--- src/hw/rtl/skdrc_pkg.sv ---
`timescale 1ns / 1ps
// Shared types, constants and the root table of the soft-knee compressor.
package skdrc_pkg;

  localparam int CNT_W = 5;
  localparam int SAMPLE_W = 24;
  localparam int PEAK_W = 23;
  localparam int ENV_W = 24;

  localparam logic signed [17:0] DB_FLOOR_Q88 = -18'sd51200;
  localparam logic [18:0] K_DB_PER_LOG2 = 19'd394566;
  localparam logic [21:0] K_LOG2_PER_DB = 22'd2786635;

  localparam logic [2:0] REG_THRESHOLD = 3'd0;
  localparam logic [2:0] REG_KNEE = 3'd1;
  localparam logic [2:0] REG_SLOPE = 3'd2;
  localparam logic [2:0] REG_ATTACK = 3'd3;
  localparam logic [2:0] REG_RELEASE = 3'd4;
  localparam logic [2:0] REG_MAKEUP = 3'd5;

  typedef struct packed {
    logic signed [14:0] threshold_db;
    logic [12:0] knee_width_db;
    logic [15:0] ratio_slope;
    logic [23:0] attack_coefficient;
    logic [23:0] release_coefficient;
    logic signed [13:0] makeup_db;
  } cfg_t;

  typedef struct packed {
    logic [PEAK_W-1:0] peak;
    logic [CNT_W-1:0] count;
  } frame_desc_t;

  typedef logic [30:0] root_tab_t [16];

  function automatic logic [63:0] isqrt64(input logic [63:0] x_in);
    logic [63:0] x;
    logic [63:0] res;
    logic [63:0] bit_v;
    x = x_in;
    res = '0;
    bit_v = 64'h4000_0000_0000_0000;
    for (int i = 0; i < 32; i++) begin
      if (x >= res + bit_v) begin
        x = x - (res + bit_v);
        res = (res >> 1) + bit_v;
      end else begin
        res = res >> 1;
      end
      bit_v = bit_v >> 2;
    end
    return res;
  endfunction

  // Successive roots 2^(2^-k) in Q1.30, k = 1 to 16.
  function automatic root_tab_t root_table();
    root_tab_t t;
    logic [63:0] r;
    r = isqrt64(64'h2000_0000_0000_0000);
    for (int k = 0; k < 16; k++) begin
      t[k] = r[30:0];
      r = isqrt64(r << 30);
    end
    return t;
  endfunction

  localparam root_tab_t EXP_ROOT = root_table();

endpackage

--- src/hw/rtl/skdrc_queue.sv ---
`timescale 1ns / 1ps
// Two-entry queue of closed-frame descriptors between front and back.
module skdrc_queue (
  input  logic clk,
  input  logic rst,
  input  logic push,
  input  skdrc_pkg::frame_desc_t desc_in,
  input  logic pop,
  output logic valid,
  output logic full,
  output skdrc_pkg::frame_desc_t head
);
  import skdrc_pkg::*;

  frame_desc_t entry [2];
  logic wptr;
  logic rptr;
  logic [1:0] count;

  assign valid = (count != 2'd0);
  assign full = (count == 2'd2);
  assign head = entry[rptr];

  always_ff @(posedge clk) begin
    if (rst) begin
      wptr <= 1'b0;
      rptr <= 1'b0;
      count <= '0;
    end else begin
      if (push) begin
        wptr <= !wptr;
      end
      if (pop) begin
        rptr <= !rptr;
      end
      if (push && !pop) begin
        count <= count + 2'd1;
      end else if (pop && !push) begin
        count <= count - 2'd1;
      end
    end
  end

  always_ff @(posedge clk) begin
    if (push) begin
      entry[wptr] <= desc_in;
    end
  end

endmodule

--- config.mk ---
export PLATFORM = sky130hd
export DESIGN_NAME = skdrc_queue
export DESIGN_NICKNAME = d
export VERILOG_FILES = /design/src/hw/rtl/skdrc_pkg.sv /design/src/hw/rtl/skdrc_queue.sv
export SDC_FILE = /design/constraint.sdc
export NUM_CORES = 1
export LEC_CHECK = 0
export BUFFER_PORTS_ARGS = -buffer_cell sky130_fd_sc_hd__buf_2
export CAP_MARGIN = 20
export CORE_MARGIN = 2
export CORE_UTILIZATION = 50
export CTS_CLUSTER_SIZE = 40
export DETAILED_ROUTE_END_ITERATION = 10
export PLACE_DENSITY = 0.77
export SLEW_MARGIN = 10
export SYNTH_ARGS = -nofsm -noshare
export SYNTH_HDL_FRONTEND = slang
export SYNTH_SLANG_ARGS = --single-unit
--- constraint.sdc ---
create_clock -name clk -period 3.1 [get_ports clk]
set_clock_uncertainty 0.15 [all_clocks]
set_input_delay 0 -clock clk [delete_from_list [all_inputs] [get_ports clk]]
set_output_delay 0 -clock clk [all_outputs]
set_load 0.01 [all_outputs]
==> impl_metrics.yaml, run 1 <==
synthesis:
  synth-edff-count: 56
  ys_seq_elements: 61
  synth.lib_cells_used.distinct: 17
  synth.area.top_cells: "sky130_fd_sc_hd__edfxtp_1, sky130_fd_sc_hd__mux2_2, sky130_fd_sc_hd__dfxtp_1, sky130_fd_sc_hd__buf_6, sky130_fd_sc_hd__xnor2_1"
  yosysSeqAreaShare: 0.7973
  synth_top_cells_by_count: "sky130_fd_sc_hd__edfxtp_1, sky130_fd_sc_hd__mux2_2, sky130_fd_sc_hd__dfxtp_1, sky130_fd_sc_hd__nor2_1"
  syn_inst: 109
  netlist.area_leader.share: 0.7525
  top_flip_flop_cell_by_instance_count_after_synthesis: "sky130_fd_sc_hd__edfxtp_1"
  synth_top_area_cell: "sky130_fd_sc_hd__edfxtp_1"
  netlist_area_sq_um: 2235
  avgSynthCellArea_sq_um: 20.50
  ys_async_sr_fraction: 0
  synth_nets: 142
  synth_warnings: 0
  post-synth-top-count-cell: "sky130_fd_sc_hd__edfxtp_1"
sta:
  final_max_slew_viol_count: 0
  whs_ps: 52.86
  setup_violations: 0
  fin_crit_sh: 0.5313
  unrepaired_setup_endpoints_after_global_routing: "no"
  worst_slew_margin_rel: 0.7527
  hold_viol: 0
  tightest_slew_ps: 371.0
  timing.fmax_ghz: 0.6071
  final_period_minus_worst_setup_slack_ps: 1647
  setup_slack_ps: 1453
  setup_tns_ps: 0
place:
  port_buffers: 61
  place_congestion: 0.7314
  place_worst_setup_slack_ps: 1720
  place.detailed.hpwl_mm: 2.438
  placedCellCount: 222
power_and_ir_drop:
  power.static_leakage_nw: 1.205
  power-per-cell-area_nw_per_um2: 597.9
  max_vdd_drop_uv: 511.8
route:
  routed_wl_mm: 3.969
  detail-route-antenna-nets: 0
  initial_drt_markers: 110
  router_iterations_before_antenna_repair: 5
  dr_total_vias: 1289
  vias_per_cell: 4.792
  wire_per_inst_um: 14.75
  route.detailed.drc: 0
setup_path:
  path_cells: "buf_4 > mux2_2 > buf_2"
  cpMaxStageDelayCell: "sky130_fd_sc_hd__mux2_2"
  endpoint_kind: "output port"
  worstSetupPathType: "reg -> out"
  stages_on_the_worst_setup_path: 3
  worst_r2r_path_depth: 2
  worstSetupStartpointType: "flip-flop"
  reg2reg_slack_ps: 1720
  required_ps: 2950
  worst-endpoint-arrival_ps: 1500
  critPathMaxStageDelay_ps: 400
  crit_buf_inv: 2
  worst-path-max-fanout: 28
  critical-path-top-delay-family: "buffers and inverters"
final_layout:
  layout_nets: 245
  antennaDiodeCount: 0
  layout_stage_area_growth_over_the_synthesis_result_pct: 38.47
  post_route_cells_drive_above_1_share: 0.4931
  postLayoutCoreUtil: 0.7156
  layout.cells.non_filler: 269
die:
  die_h_um: 70.85
  io_pins: 62
  floorplan.initialDensity: 0.5168
  design.die.area_sq_um: 5020
  row_count: 24
  die_width_um: 70.85
  fp.coreArea_sq_um: 4324
global_route:
  grt_antenna_before_repair: 0
  overall_track_demand_over_capacity_in_global_routing: 0.1705
  wire_length_of_the_first_global_routing_pass_mm: 6.299
  globalRoute.totalOverflow: 0
  maximum_number_of_pins_on_one_net_before_global_route_repair: 29
  number_of_global_route_vias_before_repair: 1387
clock_tree:
  path_clk_slew_ps: 60
  tritoncts_num_sinks: 61
  clock_tree.htree_level_count: 3
  clock_latency_reported_for_the_late_side_of_the_worst_skew_pair_ps: 320
  cts-root-to-sink-buffers: 2
  tritoncts: "done"
  cts.root.buffer_cell: "sky130_fd_sc_hd__clkbuf_8"
  tritoncts.num_buffers: 9
worst_hold_path:
  min_path_cells: 4
  path_category_of_the_worst_min_delay_check: "in -> reg"
run_status:
  outcome: "finished clean"
run:
  cap_viol_max_count: 0
-- cell families after synthesis --
logic type	synth area share
adder cells (fa/ha/maj)	0.005598
AO/OA/AOI/OAI	0.004475
XOR/XNOR	0.01568
flip-flops	0.7973
multiplexers	0.1411
buffers and inverters	0.01399
AND/OR/NAND/NOR	0.02184
-- layout make-up --
| cell class | count | area (sq um) |
|---|---|---|
| clock buffers | 10 | 127.6 |
| clock inverters | 6 | 53.80 |
| fillers | 286 | 1230 |
| inverters | 1 | 3.754 |
| multi-input cells | 44 | 424.2 |
| flip-flops and latches | 61 | 1782 |
| well taps | 52 | 65.06 |
| repair buffers | 95 | 638.1 |
-- stage by stage --
step	power [mW]	cell area (sq um)
after floorplan	1.111	2235
after global placement	1.185	2603
after detailed placement	1.198	2603
after CTS	1.868	3094
after global routing	1.932	3094
final	1.850	3094
-- flip-flops by register name, indices dropped and copies added (netlist names), named ones only --
signal and cells:
rptr 1, wptr 1, entry 56, count 2
-- tightest hold or removal path, delay by kind of cell --
| kind | cells | cell delay, ps |
|---|---|---|
| fa+ha+maj | 1 | 190 |
| buf+inv | 1 | 130 |
| simple gates | 1 | 90 |
| xor+xnor | 1 | 80 |
-- placed cells by master (no fill, tap or decap), types with 2 or more instances in the layout --
cell type and count:
sky130_fd_sc_hd__buf_2 61, sky130_fd_sc_hd__dfxtp_1 5, sky130_fd_sc_hd__xor2_1 2, sky130_fd_sc_hd__edfxtp_1 56
sky130_fd_sc_hd__clkinv_1 3, sky130_fd_sc_hd__nor2_1 4, sky130_fd_sc_hd__dlygate4sd3_1 31, sky130_fd_sc_hd__clkbuf_8 9
sky130_fd_sc_hd__xnor2_1 2, sky130_fd_sc_hd__buf_4 3, sky130_fd_sc_hd__mux2_2 28
-- worst paths after layout --
check	from	endpoint
worst max-delay path	flip-flop	head[20]
worst min-delay path	push	count[0]
worst max register to register	wptr	entry[1][15]
worst min register to register	count[1]	count[1]
-- routing by layer --
| layer | vias to the layer above | global-route usage | wire (um) |
|---|---|---|---|
| li1 | 624 | - | - |
| met1 | 617 | 0.1911 | 1599 |
| met2 | 43 | 0.3001 | 2106 |
| met3 | 5 | 0.06410 | 223 |
| met4 | 0 | 0.05660 | 39 |
| met5 | - | 0 | 0 |
-- repair_timing --
item,in CTS,in global routing
gates resized for setup,0,0
endpoints found under the hold margin,61,0
buffers inserted,0,0
hold buffers,31,0
-- report_power, final --
group          total, mW  internal (mW)  switching [mW]  leakage, nW
sequential         0.973          0.957          0.0159        0.567
clock              0.640          0.362           0.279       0.0888
combinational      0.236          0.126           0.110        0.549
total               1.85           1.44           0.405         1.20
Note: power is estimated with default switching activity, not from simulation.
==> inputs of run 2 (changes only) <==
--- a/config.mk
+++ b/config.mk
@@ -5,13 +5,14 @@
 export SDC_FILE = /design/constraint.sdc
 export NUM_CORES = 1
 export LEC_CHECK = 0
+export ABC_AREA = 1
 export BUFFER_PORTS_ARGS = -buffer_cell sky130_fd_sc_hd__buf_2
 export CAP_MARGIN = 20
 export CORE_MARGIN = 2
 export CORE_UTILIZATION = 50
 export CTS_CLUSTER_SIZE = 40
 export DETAILED_ROUTE_END_ITERATION = 10
-export PLACE_DENSITY = 0.77
+export PLACE_DENSITY = 0.76
 export SLEW_MARGIN = 10
 export SYNTH_ARGS = -nofsm -noshare
 export SYNTH_HDL_FRONTEND = slang
==> constraint.sdc (replaced) <==
create_clock -name clk -period 1.7 [get_ports clk]
set_clock_uncertainty 0.15 [all_clocks]
set_input_delay 0 -clock clk [delete_from_list [all_inputs] [get_ports clk]]
set_output_delay 0 -clock clk [all_outputs]
set_load 0.01 [all_outputs]
==> run 2 against run 1 <==
Cell count grew 5.6%. Utilization grew 2.1 points. Register-to-register slack worse by 1400 ps. Highest routed layer unchanged. Clock-buffer cell count fell by 1. First-iteration DRC count decreased by 9.1%. Sequential cell count unchanged.
==> impl_metrics.yaml, run 2 <==
final_layout:
  layout_stage_area_growth_over_the_synthesis_result_pct: 39.40
  most_common_cell_after_layout_fill_and_taps_aside: "sky130_fd_sc_hd__buf_2"
  multiInputGateArea_sq_um: 485.5
  regArea_sq_um: 1783
  post_route_cells_drive_above_1_share: 0.4828
  n_fill_cell: 283
  layout_nets: 260
  number_of_flip_flops_in_the_largest_register: 56
  antennaDiodeCount: 0
  layout.cells.non_filler: 284
  most-common-layout-cells: "sky130_fd_sc_hd__buf_2, sky130_fd_sc_hd__edfxtp_1, sky130_fd_sc_hd__dlygate4sd3_1, sky130_fd_sc_hd__mux2_4"
  largest_register: "entry"
  layout_top_registers: "entry: 56 flops, count: 2 flops"
clock_tree:
  post_cts.resized_instances: 0
  cts.root.buffer_cell: "sky130_fd_sc_hd__clkbuf_8"
  clock_tree.htree_level_count: 3
  tritoncts.num_buffers: 9
  tritoncts_num_sinks: 61
  cts-root-to-sink-buffers: 2
  tritoncts: "done"
  path_clk_slew_ps: 70
  clock_latency_reported_for_the_late_side_of_the_worst_skew_pair_ps: 330
setup_path:
  cpMaxStageDelayCell: "sky130_fd_sc_hd__mux2_2"
  critPathMaxStageDelay_ps: 380
  worst-path-max-fanout: 17
  worstSetupPathType: "reg -> out"
  path_cells: "buf_4 > mux2_2 > buf_2"
  worst-endpoint-arrival_ps: 1450
  endpoint_kind: "output port"
  worst_r2r_path_depth: 3
  worstSetupStartpointType: "flip-flop"
  required_ps: 1550
sta:
  tightest_slew_ps: 288.6
  setup_violations: 0
  hold_viol: 0
  setup_tns_ps: 0
  final_period_minus_worst_setup_slack_ps: 1604
  worst_slew_margin_rel: 0.8076
  timing.fmax_ghz: 0.6233
  unrepaired_setup_endpoints_after_global_routing: "no"
  final_max_slew_viol_count: 0
  fin_crit_sh: 0.9438
die:
  die_width_um: 72.55
  die_h_um: 72.55
  fp.coreArea_sq_um: 4444
  floorplan.initialDensity: 0.5287
  row_count: 24
  design.die.area_sq_um: 5264
  io_pins: 62
synthesis:
  synth_nets: 153
  ys_async_sr_fraction: 0
  avgSynthCellArea_sq_um: 19.58
  top_flip_flop_cell_by_instance_count_after_synthesis: "sky130_fd_sc_hd__edfxtp_1"
  synth_top_cells_by_count: "sky130_fd_sc_hd__edfxtp_1, sky130_fd_sc_hd__mux2_4, sky130_fd_sc_hd__inv_1, sky130_fd_sc_hd__mux2_2"
  syn_inst: 120
  synth-edff-count: 56
  ys_seq_elements: 61
  synth.lib_cells_used.distinct: 16
  synth_top_area_cell: "sky130_fd_sc_hd__edfxtp_1"
  post-synth-top-count-cell: "sky130_fd_sc_hd__edfxtp_1"
  netlist.area_leader.share: 0.7157
  synth.area.top_cells: "sky130_fd_sc_hd__edfxtp_1, sky130_fd_sc_hd__mux2_4, sky130_fd_sc_hd__dfxtp_1, sky130_fd_sc_hd__mux2_2, sky130_fd_sc_hd__buf_12"
  synth_warnings: 0
  yosysSeqAreaShare: 0.7583
  netlist_area_sq_um: 2350
route:
  wire_per_inst_um: 14.69
  initial_drt_markers: 100
  dr_total_vias: 1364
  detail-route-antenna-nets: 0
  router_iterations_before_antenna_repair: 4
  route.detailed.drc: 0
  routed_wl_mm: 4.172
  vias_per_cell: 4.803
power_and_ir_drop:
  power_switching_mw: 0.7611
  power.static_leakage_nw: 1.358
  max_vdd_drop_uv: 656.3
  power.share.sequential: 0.474
  power-per-cell-area_nw_per_um2: 1132
  total_power_mw: 3.708
  switching_share: 0.2053
  cell_internal_pwr_mw: 2.947
  share_comb_of_total_power: 0.123
  share_clk_of_total_power: 0.403
global_route:
  number_of_global_route_vias_before_repair: 1431
  wire_length_of_the_first_global_routing_pass_mm: 6.285
  globalRoute.totalOverflow: 0
  overall_track_demand_over_capacity_in_global_routing: 0.1692
  maximum_number_of_pins_on_one_net_before_global_route_repair: 18
  grt_antenna_before_repair: 0
worst_hold_path:
  min_path_cells: 2
  path_category_of_the_worst_min_delay_check: "in -> reg"
place:
  place_congestion: 0.6785
  placedCellCount: 236
  port_buffers: 61
  place.detailed.hpwl_mm: 2.698
run_status:
  outcome: "finished clean"
run:
  cap_viol_max_count: 0
-- run 2: cell types whose count changed after synthesis, sizes merged, moves of 2 or more --
cell,previous run,this run
nor2,4,6
xor2,2,0
inv,1,9
nand2,0,6
-- run 2: worst max-delay path, delay by kind of cell (launching register included) --
kind                   cells  cell delay (ps)
buffers and inverters      2              420
DFF                        1              320
muxes                      1              380
-- run 2: layout make-up --
class                      count  area share
inverter                       9     0.01031
sequential                    61      0.5443
clock buffer                   9     0.03782
timing repair buffer          99      0.2047
clock inverter                 7     0.03476
tap                           52     0.01986
multi-input combinational     47      0.1482
-- run 2: path summary, 6_finish.rpt --
check | slack [ps] | from | to
min | 240 | desc_in[12] | entry[1][12]
max | 100 | flip-flop | head[20]
max reg2reg | 280 | rptr | flip-flop
min reg2reg | 380 | wptr | wptr
-- run 2: power by group through the flow --
| stage | Clock (mW) | Sequential, mW | Combinational (mW) |
|---|---|---|---|
| floorplan | 0 | 1.78 | 0.264 |
| global placement | 0 | 1.78 | 0.382 |
| detailed placement | 0 | 1.79 | 0.400 |
| CTS | 1.52 | 1.76 | 0.460 |
| global route | 1.57 | 1.76 | 0.495 |
| finish | 1.49 | 1.76 | 0.457 |
-- run 2: cells by family after synthesis --
group                    after synthesis  synth area share
AO/OA/AOI/OAI                          2          0.004256
XOR/XNOR                               1          0.003728
adder cells (fa/ha/maj)                1          0.005324
buffers and inverters                 12           0.03621
flip-flops                            61            0.7583
multiplexers                          28            0.1661
AND/OR/NAND/NOR                       15           0.02609
-- run 2: timing repair --
action	4_1_cts	5_1_grt
endpoints found under the setup margin	0	0
setup buffers	0	0
hold endpoints to repair	61	0
hold buffers	32	0
-- run 2: through the flow --
| stage | utilization | setup slack, ps | hold WS, ps | area (sq um) |
|---|---|---|---|---|
| 2_1_floorplan | - | 78.86 | -77.62 | 2352 |
| 3_3_place_gp | 0.6115 | 473.1 | 36.99 | 2718 |
| 3_5_place_dp | 0.6115 | 434.1 | 42.02 | 2718 |
| 4_1_cts | 0.7371 | 67.82 | 225.1 | 3276 |
| 5_1_grt | 0.7371 | 34.74 | 240.1 | 3276 |
| 6_report | 0.7371 | 95.57 | 240.2 | 3276 |
-- run 2: layer usage --
layer | GRT usage | wire length [um] | share of wire
met5 | 0 | 0 | 0
met4 | 0.1049 | 88 | 0.021
met3 | 0.04583 | 167 | 0.040
met2 | 0.3061 | 2277 | 0.55
met1 | 0.1705 | 1638 | 0.39
