## config.mk

```make
export PLATFORM = sky130hd
export DESIGN_NAME = skdrc_front
export DESIGN_NICKNAME = d
export VERILOG_FILES = /design/src/hw/rtl/skdrc_pkg.sv /design/src/hw/rtl/skdrc_front.sv
export SDC_FILE = /design/constraint.sdc
export NUM_CORES = 1
export LEC_CHECK = 0
export ABC_AREA = 1
export BUFFER_PORTS_ARGS = -buffer_cell sky130_fd_sc_hd__buf_4
export CORE_MARGIN = 2
export CORE_UTILIZATION = 45
export CTS_BUF_LIST = sky130_fd_sc_hd__clkbuf_8 sky130_fd_sc_hd__clkbuf_16
export CTS_CLUSTER_SIZE = 16
export DETAILED_ROUTE_END_ITERATION = 6
export PLACE_DENSITY_LB_ADDON = 0.2
export SYNTH_ARGS = -nofsm -noshare
export SYNTH_HDL_FRONTEND = slang
export SYNTH_SLANG_ARGS = --single-unit
```

## constraint.sdc

```tcl
create_clock -name clk -period 13.4 [get_ports clk]
set_input_delay 4.02 -clock clk [delete_from_list [all_inputs] [get_ports clk]]
set_output_delay 4.02 -clock clk [all_outputs]
set_load 0.01 [all_outputs]
```

## src/hw/rtl/skdrc_pkg.sv

```systemverilog
`timescale 1ns / 1ps
// Shared types, constants and the root table of the soft-knee compressor.
package skdrc_pkg;

  localparam int CNT_W = 5;
  localparam int SAMPLE_W = 24;
  localparam int PEAK_W = 23;
  localparam int ENV_W = 24;

  localparam logic signed [17:0] DB_FLOOR_Q88 = -18'sd51200;
  localparam logic [18:0] K_DB_PER_LOG2 = 19'd394566;
  localparam logic [21:0] K_LOG2_PER_DB = 22'd2786635;

  localparam logic [2:0] REG_THRESHOLD = 3'd0;
  localparam logic [2:0] REG_KNEE = 3'd1;
  localparam logic [2:0] REG_SLOPE = 3'd2;
  localparam logic [2:0] REG_ATTACK = 3'd3;
  localparam logic [2:0] REG_RELEASE = 3'd4;
  localparam logic [2:0] REG_MAKEUP = 3'd5;

  typedef struct packed {
    logic signed [14:0] threshold_db;
    logic [12:0] knee_width_db;
    logic [15:0] ratio_slope;
    logic [23:0] attack_coefficient;
    logic [23:0] release_coefficient;
    logic signed [13:0] makeup_db;
  } cfg_t;

  typedef struct packed {
    logic [PEAK_W-1:0] peak;
    logic [CNT_W-1:0] count;
  } frame_desc_t;

  typedef logic [30:0] root_tab_t [16];

  function automatic logic [63:0] isqrt64(input logic [63:0] x_in);
    logic [63:0] x;
    logic [63:0] res;
    logic [63:0] bit_v;
    x = x_in;
    res = '0;
    bit_v = 64'h4000_0000_0000_0000;
    for (int i = 0; i < 32; i++) begin
      if (x >= res + bit_v) begin
        x = x - (res + bit_v);
        res = (res >> 1) + bit_v;
      end else begin
        res = res >> 1;
      end
      bit_v = bit_v >> 2;
    end
    return res;
  endfunction

  // Successive roots 2^(2^-k) in Q1.30, k = 1 to 16.
  function automatic root_tab_t root_table();
    root_tab_t t;
    logic [63:0] r;
    r = isqrt64(64'h2000_0000_0000_0000);
    for (int k = 0; k < 16; k++) begin
      t[k] = r[30:0];
      r = isqrt64(r << 30);
    end
    return t;
  endfunction

  localparam root_tab_t EXP_ROOT = root_table();

endpackage

```

## src/hw/rtl/skdrc_front.sv

```systemverilog
`timescale 1ns / 1ps
// Front end: takes samples, fills the two frame banks and tracks the peak.
module skdrc_front #(
  parameter int MAX_CHANNELS = 8
) (
  input  logic clk,
  input  logic rst,
  input  logic in_valid,
  output logic in_ready,
  input  logic [skdrc_pkg::SAMPLE_W-1:0] sample_in,
  input  logic frame_last_in,
  input  logic q_full,
  output logic q_push,
  output skdrc_pkg::frame_desc_t q_desc,
  input  logic rd_bank,
  input  logic [((MAX_CHANNELS > 1) ? $clog2(MAX_CHANNELS) : 1)-1:0] rd_idx,
  output logic [skdrc_pkg::SAMPLE_W-1:0] rd_data
);
  import skdrc_pkg::*;

  localparam int IDX_W = (MAX_CHANNELS > 1) ? $clog2(MAX_CHANNELS) : 1;
  localparam int FILL_W = $clog2(MAX_CHANNELS + 1);

  logic [SAMPLE_W-1:0] mem [2][MAX_CHANNELS];
  logic [FILL_W-1:0] fill;
  logic [FILL_W-1:0] fill_next;
  logic [PEAK_W-1:0] peak;
  logic [PEAK_W-1:0] peak_next;
  logic wbank;
  logic accept;
  logic store;
  logic [SAMPLE_W-1:0] abs_s;
  logic [PEAK_W-1:0] mag;

  assign in_ready = !q_full;
  assign accept = in_valid && in_ready;
  assign store = accept && (fill < FILL_W'(MAX_CHANNELS));

  always_comb begin
    abs_s = sample_in[SAMPLE_W-1] ? (~sample_in + 1'b1) : sample_in;
    mag = abs_s[SAMPLE_W-1] ? {PEAK_W{1'b1}} : abs_s[PEAK_W-1:0];
    fill_next = fill;
    peak_next = peak;
    if (store) begin
      fill_next = fill + 1'b1;
      if (mag > peak) begin
        peak_next = mag;
      end
    end
  end

  assign q_push = accept && frame_last_in;
  assign q_desc = '{peak: peak_next, count: CNT_W'(fill_next)};

  always_ff @(posedge clk) begin
    if (rst) begin
      fill <= '0;
      peak <= '0;
      wbank <= 1'b0;
    end else if (q_push) begin
      fill <= '0;
      peak <= '0;
      wbank <= !wbank;
    end else begin
      fill <= fill_next;
      peak <= peak_next;
    end
  end

  always_ff @(posedge clk) begin
    if (store) begin
      mem[wbank][fill[IDX_W-1:0]] <= sample_in;
    end
    rd_data <= mem[rd_bank][rd_idx];
  end

  a_push_room: assert property (@(posedge clk) disable iff (rst) q_push |-> !q_full)
    else $error("frame closed while the queue was full");

endmodule

```

==> impl_metrics.csv, run 1 <==
group,metric,value,unit
layout,antenna_cells,0,
status,status,"complete, no violations",
floorplan,die_w,208,um
route,drc,0,
grt,grt_pass1_vias,10700,
synth,syn_inst,1508,
grt,grt_start_max_net_pins,131,
floorplan,ios,87,
clock_tree,cts_tree,"yes",
floorplan,rows,74,
clock_tree,h-tree-depth,2,
synth,yosysTopAreaCell,"edfxtp_1",
placement,post_dp_cell_area,0.0197,mm2
pwr,clock_power_share,0.412,
grt,grt.total_usage,0.196,
grt,top_usage_layer,"met2",
clock_tree,ctsLongestPathBuffers,3,
clock_tree,ctsResizeCount,0,
floorplan,die_h,208,um
pwr,power.share.sequential,0.505,
synth,synth-compound-area-share,0.114,
route,wl_per_cell,19.7,um
clock_tree,clock-root-buffer,"clkbuf_16",
synth,avgSynthCellArea,12.4,um2
timing,setup-tns-final,0,ns
timing,maxSlewHeadroom,0.249,
timing,fin_crit_sh,0.864,
grt,grt.met1_usage,0.278,
route,antenna_left,0,
route,drt_wl_total,42100,um
synth,mappedNetlistArea,0.0187,mm2
pwr,p_switching,685,uW
critical_path,crit_type,"input port to output port",
synth,synthSimpleGateAreaFrac,0.0779,
synth,synth.distinct_cells,37,
placement,place_ws,1.75,ns
timing,hold_viol_final,0,
clock_tree,hold_buffers,0,
critical_path,endpoint_kind,"output port",
timing,setup_ws,1.83,ns
synth,synth_seq_area_share,0.674,
critical_path,arrival,7.55,ns
job,drv_cap,0,
synth,yosys-top-cells-area,"edfxtp_1 (62%), dfxtp_1 (5.6%), mux2i_1 (5.1%)",
pwr,p_leak,8.08,nW
clock_tree,cts_buffers,47,
clock_tree,clock-sinks,436,
synth,synth_top_family_by_area,"compound AO/OA/AOI/OAI gates",
timing,worst_hold_slack,0.483,ns
timing,rsz0062_at_grt,"no",
timing,finalSetupViolations,0,
synth,synthArstFlopShare,0,
layout,fin_nets,1629,
floorplan,dieArea,0.0431,mm2
placement,dp_hpwl,22400,um
clock_tree,clk_pin_slew_worst_paths,0.06,ns
clock_tree,worstSkewPairLatency,0.57,ns
placement,gp_congestion,0.785,
synth,synthXorXnorAreaFrac,0.00422,
layout,finalInstanceArea,0.0212,mm2
timing,tightest_slew,1.12,ns
pwr,swShare,0.230,
pwr,p_comb_frac,0.083,
synth,ys_ff_latch,436,
layout,layoutNonFillerInstCount,2140,
critical_path,cp-start-kind,"input port",
pwr,vdd_drop_max,83.5,uV
hold_path,min_path_type,"flop to flop",
timing,post-route-min-period,11.57,ns
pwr,intPower,2.29,mW
timing,max_freq,0.0864,GHz
grt,antenna_found_initial,0,
synth,synthMuxAreaShare,0.0515,
timing,drv_slew,0,
grt,grt_pass1_wl,64400,um
placement,numPortBuffers,85,
placement,placed_cells,2054,
clock_tree,cts_setup_buffers,0,
floorplan,core,0.0409,mm2
layout,layout-drive-gt1-share,0.160,
critical_path,cp_max_fo,45,
synth,synthAdderAreaFrac,0.0168,
grt,gr-usage-met2,0.318,
route,vias_per_cell,5.27,
synth,synth_fp_nets,1566,
critical_path,critPathRequiredTime,9.38,ns
timing,fin_skew,0.0149,ns
synth,yosysWarnings,0,
route,vias,11300,
layout,area_growth,13.6,%
route,drtIter0Drc,901,
grt,grt_overflow_total,0,
grt,met3_usage,0.0295,
floorplan,start_util,0.456,
pwr,powerDensity,140,mW/mm2
synth,synth_flop_cell,"edfxtp_1",
synth,synth-edff-count,384,
synth,synth_top_cell_area_share,0.618,
route,drt_pass1_iterations,5,
==> synth_stat cells, drive strengths merged (36+ instances only) <==
cell	instances
nand2	169
buf	46
nor2	71
o21ai	150
inv	187
nand3	51
clkbuf	36
mux2i	96
o211ai	97
dfxtp	52
edfxtp	384
a21oi	115
==> routing by layer <==
metal | share of wire | wire, um
met1 | 0.46 | 19400
met2 | 0.47 | 19600
met3 | 0.054 | 2290
met4 | 0.020 | 827
met5 | 0 | 0
==> worst max-delay path: stages <==
cell and delay, ns:
buf_4 0.37, nand2_1 0.10, nor2_1 0.18, nand4_2 0.52
nand3_1 0.37, ha_1 0.28, a21oi_1 0.14, o21ai_0 0.09
nor2_1 0.19, nand3_2 0.15, nand2_4 0.57, inv_2 0.17
nand2_1 0.10, nand2_1 0.08, inv_1 0.06, buf_4 0.11
==> flip-flops by register name, summed over array words and instances (netlist names) <==
signal	flops
fill	4
mem	384
peak	23
rd_data	24
wbank	1
==> final cells by class <==
class                   instances  area [um2]
clock inverters                33         210
multi-input cells             800        5050
well taps                     532         666
clock buffers                  53        1260
inverters                     190         713
repair buffers                 96         728
flip-flops and latches        436       12600
fillers                      3543       19700
==> kinds of logic after synthesis <==
kind of cell | after synthesis
xor gates and xnor gates | 9
buffers and inverters | 272
muxes | 96
and+or+nand+nor | 305
DFF | 436
other | 1
adders and majority gates | 25
AOI/OAI and AO/OA | 364
==> power groups by stage <==
stage	logic [mW]	registers [mW]	clock network, mW
after detailed placement	0.249	1.53	0
after global placement	0.245	1.53	0
after floorplan	0.154	1.54	0
final	0.247	1.50	1.23
after global routing	0.275	1.51	1.31
after CTS	0.250	1.50	1.25
==> final timing paths <==
path / from / endpoint / slack, ns / depth (start not counted)
min reg2reg: peak[10]$_SDFF_PP0_ / peak[10]$_SDFF_PP0_ / 0.48 / 2
min: peak[10]$_SDFF_PP0_ / peak[10]$_SDFF_PP0_ / 0.48 / 2
max: sample_in[23] / q_desc[24] / 1.83 / 16
max reg2reg: wbank$_SDFFE_PP0P_ / mem[1][141]$_DFFE_PP_ / 10.46 / 2
==> stage by stage <==
stage               utilization  power, mW
floorplan                     -       1.69
global placement          0.482       1.78
detailed placement        0.482       1.78
CTS                       0.518       3.01
global route              0.518       3.09
finish                    0.518       2.98
==> layout by cell type (no fill, tap or decap), types with 9 or more instances in the layout <==
cell type,Yosys,routed
nor2_4,1,13
clkinv_1,3,9
a21oi_1,109,109
nand2_1,147,147
clkbuf_16,0,47
xor2_1,9,9
nand2_4,16,16
o21ai_0,133,133
buf_4,9,95
inv_2,12,14
inv_1,175,185
nand3_1,49,49
edfxtp_1,384,384
mux2i_1,96,96
nor2_1,50,38
o211ai_1,97,97
ha_1,25,25
o21ai_2,10,10
dfxtp_1,52,52
nor2_2,20,20
Power figures use the tool's default switching activity.
==> run 2: changes to the inputs <==
ABC_AREA = default   (was 1)
==> run 2 against run 1 <==
Via count is 25% lower. Maximum frequency fell by 8.0%. Sequential cell count is the same. Cell count decreased by 29%. Sequential power hardly changed. Critical path depth down 1. Core utilization grew 0.35 points. Synthesized cell count is 42% lower. Clock skew up 0.0063 ns. Largest cell class unchanged.
==> impl_metrics.csv, run 2 <==
group,metric,value,unit
status,status,"complete, no violations",
floorplan,dieArea,0.0403,mm2
clock_tree,clock-sinks,436,
synth,synthTopCellsByCount,"edfxtp_1 (384), mux4_2 (120), dfxtp_1 (52)",
route,drt_pass1_iterations,5,
synth,yosysTopAreaCell,"edfxtp_1",
critical_path,critPathRequiredTime,9.38,ns
placement,place_ws,0.854,ns
clock_tree,cts_setup_buffers,0,
synth,synth_fp_nets,929,
synth,synth.distinct_cells,64,
timing,post-route-min-period,12.58,ns
timing,tightest_slew,1.11,ns
critical_path,cp_max_fo,18,
clock_tree,clock-root-buffer,"clkbuf_16",
clock_tree,h-tree-depth,2,
timing,fin_skew,0.0212,ns
clock_tree,cts_tree,"yes",
synth,ys_ff_latch,436,
pwr,powerDensity,141,mW/mm2
synth,yosysWarnings,0,
timing,max_freq,0.0795,GHz
grt,grt_pass1_vias,8545,
timing,finalSetupViolations,0,
route,drt_wl_total,36000,um
layout,nFillCells,3043,
timing,setup-tns-final,0,ns
synth,mappedNetlistArea,0.0174,mm2
clock_tree,ctsResizeCount,0,
timing,drv_slew,0,
grt,grt_overflow_total,0,
route,antenna_left,0,
layout,layout-drive-gt1-share,0.331,
layout,multi_input_area,0.00464,mm2
route,vias,8438,
critical_path,crit_type,"input port to output port",
synth,syn_inst,871,
grt,antenna_found_initial,0,
clock_tree,hold_buffers,0,
clock_tree,clk_pin_slew_worst_paths,0.06,ns
critical_path,endpoint_kind,"output port",
floorplan,die_h,201,um
critical_path,arrival,8.56,ns
synth,avgSynthCellArea,20.0,um2
pwr,vdd_drop_max,103,uV
layout,layout_common_cells,"edfxtp_1 (384), mux4_2 (120), buf_4 (100)",
timing,setup_ws,0.816,ns
clock_tree,worstSkewPairLatency,0.56,ns
timing,fin_crit_sh,0.939,
grt,grt_pass1_wl,54200,um
route,wl_per_cell,23.6,um
layout,final_common_cell,"edfxtp_1",
hold_path,min_path_type,"flop to flop",
timing,hold_viol_final,0,
layout,area_growth,15.2,%
synth,yosys-top-cells-area,"edfxtp_1 (66%), mux4_2 (16%), dfxtp_1 (6.0%)",
synth,synth_top_cell_area_share,0.662,
route,drtIter0Drc,791,
job,drv_cap,0,
timing,maxSlewHeadroom,0.258,
floorplan,rows,72,
placement,numPortBuffers,85,
layout,antenna_cells,0,
floorplan,die_w,201,um
timing,rsz0062_at_grt,"no",
pwr,p_leak,6.68,nW
floorplan,ios,87,
synth,synth_most_common_cell,"edfxtp_1",
placement,gp_congestion,0.730,
clock_tree,cts_buffers,44,
synth,synth-edff-count,384,
route,vias_per_cell,5.53,
floorplan,start_util,0.453,
synth,synth_seq_area_share,0.722,
critical_path,cp-start-kind,"input port",
synth,synthArstFlopShare,0,
placement,dp_hpwl,19700,um
grt,grt.total_usage,0.182,
synth,synth_flop_cell,"edfxtp_1",
layout,largest_reg_flops,384,
route,drc,0,
grt,grt_start_max_net_pins,69,
clock_tree,ctsLongestPathBuffers,3,
floorplan,core,0.0385,mm2
layout,regArea,0.0126,mm2
layout,fin_nets,1033,
## run 2: cell types whose count changed after synthesis, sizes merged, moves of 91 or more
cell / change
nand2: -149
a21oi: -93
o211ai: -96
o21ai: -142
mux2i: -91
mux4: +120
inv: -156
## run 2: metal layers
layer | global-route usage | vias to the layer above | share of wire
li1 | - | 3757 | -
met1 | 0.263 | 4413 | 0.45
met2 | 0.288 | 221 | 0.48
met3 | 0.0330 | 47 | 0.055
met4 | 0.0503 | 0 | 0.018
met5 | 0 | - | 0
## run 2: cells by family (layout without fill, tap and decap cells)
group / Yosys count / after routing / synth area share
flip-flops: 436 / 436 / 0.722
multiplexers: 147 / 147 / 0.172
AND/OR/NAND/NOR: 118 / 118 / 0.0396
buffers and inverters: 74 / 210 / 0.0170
AO/OA/AOI/OAI: 56 / 56 / 0.0239
adder cells (fa/ha/maj): 25 / 25 / 0.0180
XOR/XNOR: 14 / 14 / 0.00704
other: 1 / 1 / 0.000215
## run 2: metrics by stage
stage	power, mW	utilization	std cells	instance area, um2	hold slack, ns
3_5_place_dp	1.73	0.487	1447	18700	0.555
6_report	2.83	0.522	1525	20100	0.568
5_1_grt	2.92	0.522	1525	20100	0.619
2_1_floorplan	1.65	-	871	17400	0.522
4_1_cts	2.86	0.522	1525	20100	0.572
3_3_place_gp	1.73	0.487	1447	18700	0.549
## run 2: path summary, 6_finish.rpt
kind / startpoint / endpoint / slack, ns / cells after the start
worst min-delay path: fill[3]$_SDFF_PP0_ / fill[3]$_SDFF_PP0_ / 0.57 / 2
worst max register to register: peak[21]$_SDFF_PP0_ / peak[3]$_SDFF_PP0_ / 10.50 / 9
worst max-delay path: sample_in[1] / q_desc[13] / 0.82 / 15
worst min register to register: fill[3]$_SDFF_PP0_ / fill[3]$_SDFF_PP0_ / 0.57 / 2
## run 2: layout make-up
cell class	count	area share
Clock buffer	46	0.0568
Clock inverter	32	0.00904
Inverter	31	0.00580
Multi-Input combinational cell	361	0.231
Sequential cell	436	0.627
Tap cell	518	0.0323
Timing Repair Buffer	101	0.0380
## run 2: critical path: stages
cell and delay [ns]:
buf_4 0.18, inv_1 0.09, ha_1 0.16, or4b_1 0.57, or4b_4 0.63, o31ai_4 0.27
mux2i_1 0.30, ha_1 0.19, nand4_1 0.17, nor4_1 0.40, o21ai_0 0.18, a31oi_2 0.52
buf_4 0.34, mux2_2 0.38, buf_4 0.15
## run 2: power breakdown
group / switching [mW] / internal [mW] / total, mW
registers: 0.00675 / 1.50 / 1.50
logic: 0.104 / 0.0915 / 0.196
clock network: 0.482 / 0.647 / 1.13
==> run 3: changes to the inputs <==
REMOVE_ABC_BUFFERS = 1   (was default)
==> run 3 against run 2 <==
Cell count up 0.66%. Via count up 0.85%. Largest cell class unchanged. Power up 4.7%. Sequential share of layout area down 0.75 points. Clock power up 12%. Combinational power about the same.
==> impl_metrics.csv, run 3 (synthesized netlist as in run 2, its figures left out) <==
group,metric,value,unit
grt,grt_pass1_vias,8812,
route,wl_per_cell,24.9,um
critical_path,critPathBufInv,4,
timing,tightest_slew,1.17,ns
timing,rsz0062_at_grt,"no",
route,drtIter0Drc,666,
critical_path,cp_max_fo,23,
critical_path,max_stage_delay,0.63,ns
pwr,power,2.96,mW
critical_path,r2r-start,"peak[21]$_SDFF_PP0_",
route,drt_pass1_iterations,4,
layout,fin_util,0.528,
floorplan,die_w,201,um
layout,fin_nets,1038,
timing,fin_skew,0.0156,ns
layout,final_common_cell,"edfxtp_1",
clock_tree,clock-root-buffer,"clkbuf_16",
timing,maxSlewHeadroom,0.217,
layout,largest_reg_flops,384,
clock_tree,ctsResizeCount,0,
layout,layout-drive-gt1-share,0.344,
grt,antenna_found_initial,1,
grt,grt.total_usage,0.196,
clock_tree,clock-sinks,436,
clock_tree,cts_setup_buffers,0,
grt,grt_start_max_net_pins,64,
layout,layout_common_cells,"edfxtp_1 (384), mux4_2 (120), buf_4 (104)",
critical_path,crit_cells,15,
pwr,vdd_drop_max,76.3,uV
timing,finalSetupViolations,0,
floorplan,rows,72,
timing,fin_crit_sh,0.929,
timing,max_freq,0.0803,GHz
floorplan,dieArea,0.0403,mm2
critical_path,endpoint_kind,"output port",
floorplan,core,0.0385,mm2
floorplan,start_util,0.453,
critical_path,crit_start,"sample_in[1]",
placement,placed_cells,1451,
critical_path,crit_chain,"buf_4 > inv_1 > ha_1 > or4b_1 > or4b_4 > o31ai_4 > mux2i_1 > ha_1 > nand4_1 > nor4_1 > o21ai_0 > a31oi_2 > buf_4 > mux2_2 > buf_4",
clock_tree,h-tree-depth,2,
floorplan,die_h,201,um
route,drt_wl_total,38300,um
critical_path,reg2reg_slack,10.68,ns
grt,grt_overflow_total,0,
clock_tree,clk_pin_slew_worst_paths,0.05,ns
timing,setup-tns-final,0,ns
route,vias_per_cell,5.54,
clock_tree,ctsLongestPathBuffers,3,
grt,grt_pass1_wl,57700,um
status,status,"complete, no violations",
clock_tree,hold_buffers,0,
placement,gp_congestion,0.793,
critical_path,critPathTopFamily,"simple AND/OR/NAND/NOR gates",
critical_path,crit_type,"input port to output port",
critical_path,path_common_cell,"buf_4",
critical_path,worstSetupEndpoint,"q_desc[24]",
route,vias,8510,
route,drc,0,
timing,post-route-min-period,12.45,ns
clock_tree,cts_tree,"yes",
hold_path,min_path_type,"flop to flop",
placement,post_dp_cell_area,0.0188,mm2
critical_path,reg2reg_to,"peak[20]$_SDFF_PP0_",
placement,numPortBuffers,85,
job,drv_cap,0,
clock_tree,worstSkewPairLatency,0.54,ns
clock_tree,cts_buffers,45,
critical_path,arrival,8.43,ns
timing,drv_slew,0,
timing,hold_viol_final,0,
critical_path,cp-start-kind,"input port",
layout,finalInstanceArea,0.0203,mm2
layout,layoutNonFillerInstCount,1535,
placement,dp_hpwl,20600,um
critical_path,reg2reg_depth,9,
floorplan,ios,87,
pwr,p_leak,6.81,nW
critical_path,crit_slowest_cell,"or4b_4",
critical_path,critPathRequiredTime,9.38,ns
route,antenna_left,0,
layout,area_growth,16.5,%
layout,antenna_cells,0,
pwr,powerDensity,146,mW/mm2
run 3: worst min-delay path by stage:
stage                         from             endpoint  slack (ns)  cells after the start
2_1_floorplan  peak[16]$_SDFF_PP0_  peak[16]$_SDFF_PP0_        0.52                      2
3_3_place_gp    peak[0]$_SDFF_PP0_   peak[0]$_SDFF_PP0_        0.55                      2
3_5_place_dp    peak[0]$_SDFF_PP0_   peak[0]$_SDFF_PP0_        0.55                      2
4_1_cts        peak[16]$_SDFF_PP0_  peak[16]$_SDFF_PP0_        0.57                      2
5_1_grt        peak[16]$_SDFF_PP0_  peak[16]$_SDFF_PP0_        0.61                      2
6_report       peak[16]$_SDFF_PP0_  peak[16]$_SDFF_PP0_        0.57                      2
run 3: cell type report:
cell class	count	area [um2]
fill	3056	18200
sequential	436	12600
multi-input combinational	361	4650
clock buffer	49	1200
timing repair buffer	105	792
tap	518	648
clock inverter	35	319
inverter	31	116
run 3: metal layers:
metal | up-vias | track usage | wire, um
met3 | 51 | 0.0282 | 1680
met5 | - | 0 | 0
met1 | 4472 | 0.272 | 16800
met4 | 0 | 0.0524 | 770
met2 | 225 | 0.327 | 19000
li1 | 3762 | - | -
run 3: metrics by stage:
stage               setup slack, ns  hold WS, ns
floorplan                      1.40        0.522
global placement               1.07        0.547
detailed placement            0.989        0.554
CTS                           0.977        0.566
global route                  0.659        0.608
finish                        0.946        0.574
run 3: report_power, final:
part           internal [mW]  total [mW]  leakage, nW  switching (mW)
sequential              1.50        1.50         3.89         0.00722
combinational         0.0912       0.197         2.12           0.106
clock                  0.762        1.26        0.804           0.499
run 3: worst register-to-register path, cell delays in order, from the launching register on:
cell and delay [ns]:
dfxtp_1 0.32, inv_1 0.06, ha_1 0.31, nand4_1 0.18, nor4_1 0.39, o21ai_0 0.18, a31oi_2 0.30, buf_4 0.34
mux2_2 0.39, and2_1 0.14
